[src/rtl/mdfr_pkg.sv]
// Package with the frame position type, constants and CRC step of the receiver.
`default_nettype none

package mdfr_pkg;

	localparam logic [15:0] CRC_INIT   = 16'hFFFF;
	localparam logic [15:0] CRC_POLY   = 16'hA001;
	localparam logic [7:0]  BYTE_COUNT = 8'h02;

	localparam int unsigned CFG_INDEX_W = 2;
	localparam logic [CFG_INDEX_W-1:0] REG_SLAVE_ADDRESS = 2'd0;
	localparam logic [CFG_INDEX_W-1:0] REG_FUNCTION_CODE = 2'd1;

	// Position of the next expected byte within the frame.
	typedef enum logic [2:0] {
		POS_HUNT    = 3'd0,
		POS_FUNC    = 3'd1,
		POS_COUNT   = 3'd2,
		POS_DIST_HI = 3'd3,
		POS_DIST_LO = 3'd4,
		POS_CRC_LO  = 3'd5,
		POS_CRC_HI  = 3'd6
	} pos_t;

	// One byte of CRC-16/MODBUS, least significant bit first.
	function automatic logic [15:0] crc_feed(input logic [15:0] crc_in, input logic [7:0] data);
		logic [15:0] crc;
		crc = crc_in ^ {8'h00, data};
		for (int k = 0; k < 8; k++) begin
			if (crc[0]) begin
				crc = (crc >> 1) ^ CRC_POLY;
			end else begin
				crc = crc >> 1;
			end
		end
		return crc;
	endfunction

endpackage

`default_nettype wire

[src/rtl/modbus_distance_frame_receiver.sv]
// Top level of the distance frame receiver: header hunt, field capture and CRC check.
// A transferred byte is held in the input register and processed from there; the
// result of the seventh frame byte is loaded into the result register at that point.
// Throughput: one byte per cycle, limited only by a result still waiting on out_stall.
// Reset: arst_n clears the position to hunting, the running CRC to all ones and
// the registers to slave address 1 and function code 3.
`default_nettype none

module modbus_distance_frame_receiver
	import mdfr_pkg::*;
(
	input  wire logic                   clk,
	input  wire logic                   arst_n,
	// Received byte channel
	input  wire logic                   in_valid,
	output logic                        in_stall,
	input  wire logic [7:0]             rx_byte,
	// Result channel
	output logic                        out_valid,
	input  wire logic                   out_stall,
	output logic [15:0]                 distance,
	output logic                        crc_valid,
	output logic [15:0]                 received_crc,
	output logic [15:0]                 computed_crc,
	// Configuration write channel
	input  wire logic                   cfg_valid,
	output logic                        cfg_ready,
	input  wire logic [CFG_INDEX_W-1:0] cfg_index,
	input  wire logic [7:0]             cfg_data
);

	// Configuration registers.
	logic [7:0] slave_address_q;
	logic [7:0] function_code_q;

	// Frame state.
	pos_t        pos_q, pos_d;
	logic [15:0] crc_q, crc_d;
	logic [7:0]  dist_hi_q;
	logic [7:0]  dist_lo_q;
	logic [7:0]  crc_lo_q;

	// Input register: the byte that is processed in this cycle.
	logic       valid_s1;
	logic [7:0] byte_s1;

	// Result register.
	logic        out_valid_q;
	logic [15:0] distance_q;
	logic        crc_valid_q;
	logic [15:0] received_crc_q;
	logic [15:0] computed_crc_q;

	logic        emit;
	logic        out_free;
	logic        advance;
	logic [15:0] crc_base;
	logic [15:0] crc_fed;
	logic [15:0] rx_crc;

	// Configuration writes are always taken; the user must make them only while the block is idle (not enforced).
	assign cfg_ready = 1'b1;

	always_ff @(posedge clk or negedge arst_n) begin
		if (!arst_n) begin
			slave_address_q <= 8'h01;
			function_code_q <= 8'h03;
		end else if (cfg_valid && cfg_ready) begin
			if (cfg_index == REG_SLAVE_ADDRESS) begin
				slave_address_q <= cfg_data;
			end else if (cfg_index == REG_FUNCTION_CODE) begin
				function_code_q <= cfg_data;
			end
		end
	end

	// The byte in the input register produces a result only at the last frame
	// position. Such a byte waits while the result register still holds an
	// untaken result; every other byte goes through at once.
	assign emit     = (pos_q == POS_CRC_HI);
	assign out_free = !out_valid_q || !out_stall;
	assign advance  = valid_s1 && (!emit || out_free);
	assign in_stall = valid_s1 && emit && !out_free;

	always_ff @(posedge clk or negedge arst_n) begin
		if (!arst_n) begin
			valid_s1 <= 1'b0;
		end else if (!in_stall) begin
			valid_s1 <= in_valid;
		end
	end

	always_ff @(posedge clk) begin
		if (in_valid && !in_stall) begin
			byte_s1 <= rx_byte;
		end
	end

	// Next position. Any unused position code behaves as hunting. A mismatch at
	// the function code or the byte count returns to hunting without checking
	// the same byte again as a slave address.
	always_comb begin
		pos_d = pos_q;
		unique case (pos_q)
			POS_FUNC: begin
				pos_d = (byte_s1 == function_code_q) ? POS_COUNT : POS_HUNT;
			end
			POS_COUNT: begin
				pos_d = (byte_s1 == BYTE_COUNT) ? POS_DIST_HI : POS_HUNT;
			end
			POS_DIST_HI: pos_d = POS_DIST_LO;
			POS_DIST_LO: pos_d = POS_CRC_LO;
			POS_CRC_LO:  pos_d = POS_CRC_HI;
			POS_CRC_HI:  pos_d = POS_HUNT;
			default: begin
				pos_d = (byte_s1 == slave_address_q) ? POS_FUNC : POS_HUNT;
			end
		endcase
	end

	// Running CRC. The first byte of a frame always starts from the initial
	// value; the CRC bytes themselves are not folded in.
	assign crc_base = (pos_q == POS_FUNC || pos_q == POS_COUNT || pos_q == POS_DIST_HI ||
		pos_q == POS_DIST_LO) ? crc_q : CRC_INIT;
	assign crc_fed  = crc_feed(crc_base, byte_s1);
	assign rx_crc   = {byte_s1, crc_lo_q};

	always_comb begin
		crc_d = crc_q;
		unique case (pos_q)
			POS_FUNC: begin
				crc_d = (byte_s1 == function_code_q) ? crc_fed : CRC_INIT;
			end
			POS_COUNT: begin
				crc_d = (byte_s1 == BYTE_COUNT) ? crc_fed : CRC_INIT;
			end
			POS_DIST_HI: crc_d = crc_fed;
			POS_DIST_LO: crc_d = crc_fed;
			POS_CRC_LO:  crc_d = crc_q;
			POS_CRC_HI:  crc_d = CRC_INIT;
			default: begin
				crc_d = (byte_s1 == slave_address_q) ? crc_fed : CRC_INIT;
			end
		endcase
	end

	always_ff @(posedge clk or negedge arst_n) begin
		if (!arst_n) begin
			pos_q <= POS_HUNT;
			crc_q <= CRC_INIT;
		end else if (advance) begin
			pos_q <= pos_d;
			crc_q <= crc_d;
		end
	end

	// Captured frame fields; each is written before it is ever read.
	always_ff @(posedge clk) begin
		if (advance) begin
			if (pos_q == POS_DIST_HI) begin
				dist_hi_q <= byte_s1;
			end
			if (pos_q == POS_DIST_LO) begin
				dist_lo_q <= byte_s1;
			end
			if (pos_q == POS_CRC_LO) begin
				crc_lo_q <= byte_s1;
			end
		end
	end

	// Result register. A new result may be loaded in the same cycle as the
	// previous one leaves in a transfer.
	always_ff @(posedge clk or negedge arst_n) begin
		if (!arst_n) begin
			out_valid_q <= 1'b0;
		end else if (advance && emit) begin
			out_valid_q <= 1'b1;
		end else if (!out_stall) begin
			out_valid_q <= 1'b0;
		end
	end

	always_ff @(posedge clk) begin
		if (advance && emit) begin
			distance_q     <= {dist_hi_q, dist_lo_q};
			crc_valid_q    <= (rx_crc == crc_q);
			received_crc_q <= rx_crc;
			computed_crc_q <= crc_q;
		end
	end

	assign out_valid    = out_valid_q;
	assign distance     = distance_q;
	assign crc_valid    = crc_valid_q;
	assign received_crc = received_crc_q;
	assign computed_crc = computed_crc_q;

endmodule

`default_nettype wire

[config.mk]
export PLATFORM = sky130hd
export DESIGN_NAME = modbus_distance_frame_receiver
export DESIGN_NICKNAME = d
export VERILOG_FILES = /design/src/rtl/mdfr_pkg.sv /design/src/rtl/modbus_distance_frame_receiver.sv
export SDC_FILE = /design/constraint.sdc
export NUM_CORES = 1
export LEC_CHECK = 0
export BUFFER_PORTS_ARGS = -buffer_cell sky130_fd_sc_hd__buf_2
export CORE_MARGIN = 10
export CORE_UTILIZATION = 40
export CTS_BUF_LIST = sky130_fd_sc_hd__clkbuf_8
export DETAILED_ROUTE_END_ITERATION = 16
export GPL_TIMING_DRIVEN = 0
export PLACE_DENSITY = 0.64
export SETUP_SLACK_MARGIN = 0.3
export SLEW_MARGIN = 20
export SYNTH_ARGS = -nofsm -noshare
export SYNTH_HDL_FRONTEND = slang
export SYNTH_SLANG_ARGS = --single-unit
[constraint.sdc]
create_clock -name clk -period 5.58 [get_ports clk]
set_input_delay 0.279 -clock clk [delete_from_list [all_inputs] [get_ports clk]]
set_output_delay 0.279 -clock clk [all_outputs]
set_load 0.05 [all_outputs]
==> impl_metrics.tcl <==
set metrics [dict create \
    outcome "finished, final reports clean" \
    routed_wl_um 9710 \
    cts_buffer_depth 2 \
    p_sw_uw 454 \
    dieHeight_um 130 \
    tightest_slew_ps 859 \
    fin_tns_setup_ps 0 \
    cts-resized-gates 0 \
    synth_fp_nets 336 \
    yosys_register_bits 118 \
    layout_min_cycle_time_ps 2560 \
    cp-start-kind "register" \
    cts_root_buf "clkbuf_8" \
    synth_top_cell_by_area "edfxtp_1" \
    reg2reg_depth 9 \
    fin_area_sq_um 5810 \
    syn_avg_cell_area_sq_um 15.3 \
    hold_end "byte_s1[1]$_DFFE_PP_" \
    final_core_util_pct 50.2 \
    crit_slowest_cell "edfxtp_1" \
    die_w_um 130 \
    fin_ws_ps 3020 \
    worstPathMaxFanout 10 \
    numCtsBuffers 17 \
    fmaxAchievable_mhz 390 \
    cts_max_level 4 \
    critical_path_required_ps 5910 \
    coreArea_sq_um 11600 \
    peakVddDrop_v 0.000144 \
    place_area_sq_um 5420 \
    ys_top_cells_by_count "81 x edfxtp_1, 35 x xnor2_1, 24 x xor2_1, 23 x nor2_1, 19 x dfstp_2" \
    firstDrtPassIters 4 \
    start_util_pct 41.5 \
    vias 2758 \
    antenna_found_initial 0 \
    min_from "rx_byte[1]" \
    syn-cell-area_sq_um 4800 \
    ys_top_cells_by_area "edfxtp_1 51%, dfstp_2 10%, dfrtp_1 9.4%" \
    diodes 0 \
    multi_input_area_sq_um 1360 \
    post-dp-hpwl_um 6990 \
    portBuffers 73 \
    power_leakage_nw 2.17 \
    synth_top_area_share_pct 50.7 \
    grt_max_degree 38 \
    globalRouteOverflowTotal 0 \
    fin_cells 565 \
    finalNetCount 432 \
    power_frac_comb_pct 7.5 \
    ys.flop_type "edfxtp_1" \
    yosysMostFrequentCell "edfxtp_1" \
    synthCells 313 \
    startpoint "byte_s1[7]$_DFFE_PP_" \
    critPathBufInv 2 \
    groute.usage.overall_pct 11.9 \
    route.detailed.drc 0 \
    rows 39 \
    setup_viol 0 \
    grt_pass1_wl_um 15300 \
    fp.dieArea_sq_um 16800 \
    place_congestion 0.812 \
    syn_to_final_growth_pct 21.0 \
    regArea_sq_um 3380 \
    drv_slew 0 \
    fillers 993 \
    seq_power_share_pct 53.8 \
    synth_cell_type_count 41 \
    worstReg2RegStart "byte_s1[7]$_DFFE_PP_" \
    rsz0062_at_grt "false" \
    power_frac_clock_pct 38.6 \
    whs_ps 28.9 \
    swShare_pct 24.6 \
    clock_sinks 118 \
    whs_path_depth 1 \
    hold_viol 0 \
    finClkSkew_ps 11.2 \
    critPathMaxStageDelay_ps 500 \
    reg2reg_setup_slack_ps 3020 \
    grt_pass1_vias 2915 \
    path_delay_family "buffers and inverters" \
    yosysWarnings 0 \
    avgViaCountPerCell 4.88 \
    ys_seq_area_share_pct 70.5 \
    clk_latency_ps 420 \
    place_inst 531 \
    postRouteAntennaNets 0 \
    total_power_mw 1.84 \
    path_cells "buf_2, xor2_1, nor4_1, a41o_1, o211a_1, nor2_1, nor2b_1, clkbuf_1, a21oi_1" \
    drive_gt1_share_pct 35.1 \
    tritoncts "yes" \
    min-delay-path-class "in2reg" \
    dp_slack_ps 2990 \
    slew_headroom_pct 42.6 \
    path_class "reg2reg" \
    finalCritPeriodShare_pct 45.9 \
    crit_path_end_kind "register" \
    clkTransAtPathRegs_ps 80 \
    synth_edf_count 81 \
    synthArstFlopShare_pct 31.4 \
    r2r_end "crc_q[11]$_DFFE_PN1P_" \
    intPower_mw 1.39 \
    maxCapViolations 0 \
    worstPathArrival_ps 2890 \
    routedWlPerCell_um 17.2 \
    cellPowerDensity_nw_per_um2 317 \
    dr.first_iter.drc_count 165 \
    io_pins 75 \
]
-- cells by family (layout without fill, tap and decap cells) --
| logic type | Yosys count | count (layout) | share of synthesized area (%) |
|---|---|---|---|
| flip-flops | 118 | 118 | 70.5 |
| AND/OR/NAND/NOR | 67 | 67 | 6.94 |
| XOR/XNOR | 63 | 63 | 12.5 |
| AO/OA/AOI/OAI | 30 | 30 | 4.38 |
| buffers and inverters | 18 | 127 | 1.83 |
| multiplexers | 16 | 16 | 3.75 |
| other | 1 | 1 | 0.0782 |
-- cell usage in the layout (no fill, tap or decap), types with 5 or more instances in the layout --
cell | synthesis | layout
buf_2 | 10 | 83
nor2_1 | 23 | 23
dfrtp_1 | 18 | 18
o22a_1 | 5 | 5
edfxtp_1 | 81 | 81
dfstp_2 | 19 | 19
a21oi_1 | 13 | 12
clkbuf_8 | 0 | 17
mux2_1 | 13 | 13
xnor2_1 | 35 | 35
nand2_1 | 14 | 14
nor4_1 | 5 | 5
xor2_1 | 24 | 24
clkbuf_1 | 6 | 6
clkinvlp_4 | 0 | 5
-- worst max-delay path by stage --
stage                                endpoint  slack [ps]  cells after the start
finish                  crc_q[11]$_DFFE_PN1P_        3020                      9
CTS                     crc_q[11]$_DFFE_PN1P_        2980                      9
floorplan           computed_crc[0]$_DFFE_PP_        1650                      4
global route            crc_q[11]$_DFFE_PN1P_        2840                      9
global placement    computed_crc[6]$_DFFE_PP_         490                      4
detailed placement      crc_q[11]$_DFFE_PN1P_        2990                      9
-- sequential cells by signal, indices dropped and copies added, names as in the netlist --
signal,flops
crc_lo_q,8
byte_s1,8
valid_s1,1
dist_lo_q,8
function_code_q,8
crc_valid,1
distance,16
dist_hi_q,8
computed_crc,16
crc_q,16
pos_q,3
out_valid,1
received_crc,16
slave_address_q,8
-- power by group through the flow --
stage          clock network [mW]  logic, mW  registers, mW
2_1_floorplan                   0      0.103           1.00
3_3_place_gp                    0      0.136           1.01
3_5_place_dp                    0      0.138           1.01
4_1_cts                     0.724      0.140          0.993
5_1_grt                     0.766      0.153          0.997
6_report                    0.712      0.139          0.992
-- final cells by class --
type,instances,area share (%)
buffer,18,1.51
clock buffer,17,4.03
clock inverter,15,2.24
multi-input combinational,177,23.3
sequential,118,58.2
tap,143,3.08
timing repair buffer,77,7.58
-- repair_timing --
action                                  CTS  global route
hold buffers                              1             1
endpoints found under the setup margin    0             0
endpoints found under the hold margin    18             1
buffers inserted                          0             0
-- layer usage --
| metal | track usage [%] | vias up | part of all wire, % |
|---|---|---|---|
| met4 | 4.37 | 0 | 1.1 |
| li1 | - | 1314 | - |
| met3 | 4.49 | 8 | 6.9 |
| met1 | 14.3 | 1340 | 44 |
| met5 | 0 | - | 0 |
| met2 | 19.4 | 96 | 48 |
Power figures use the tool's default switching activity.
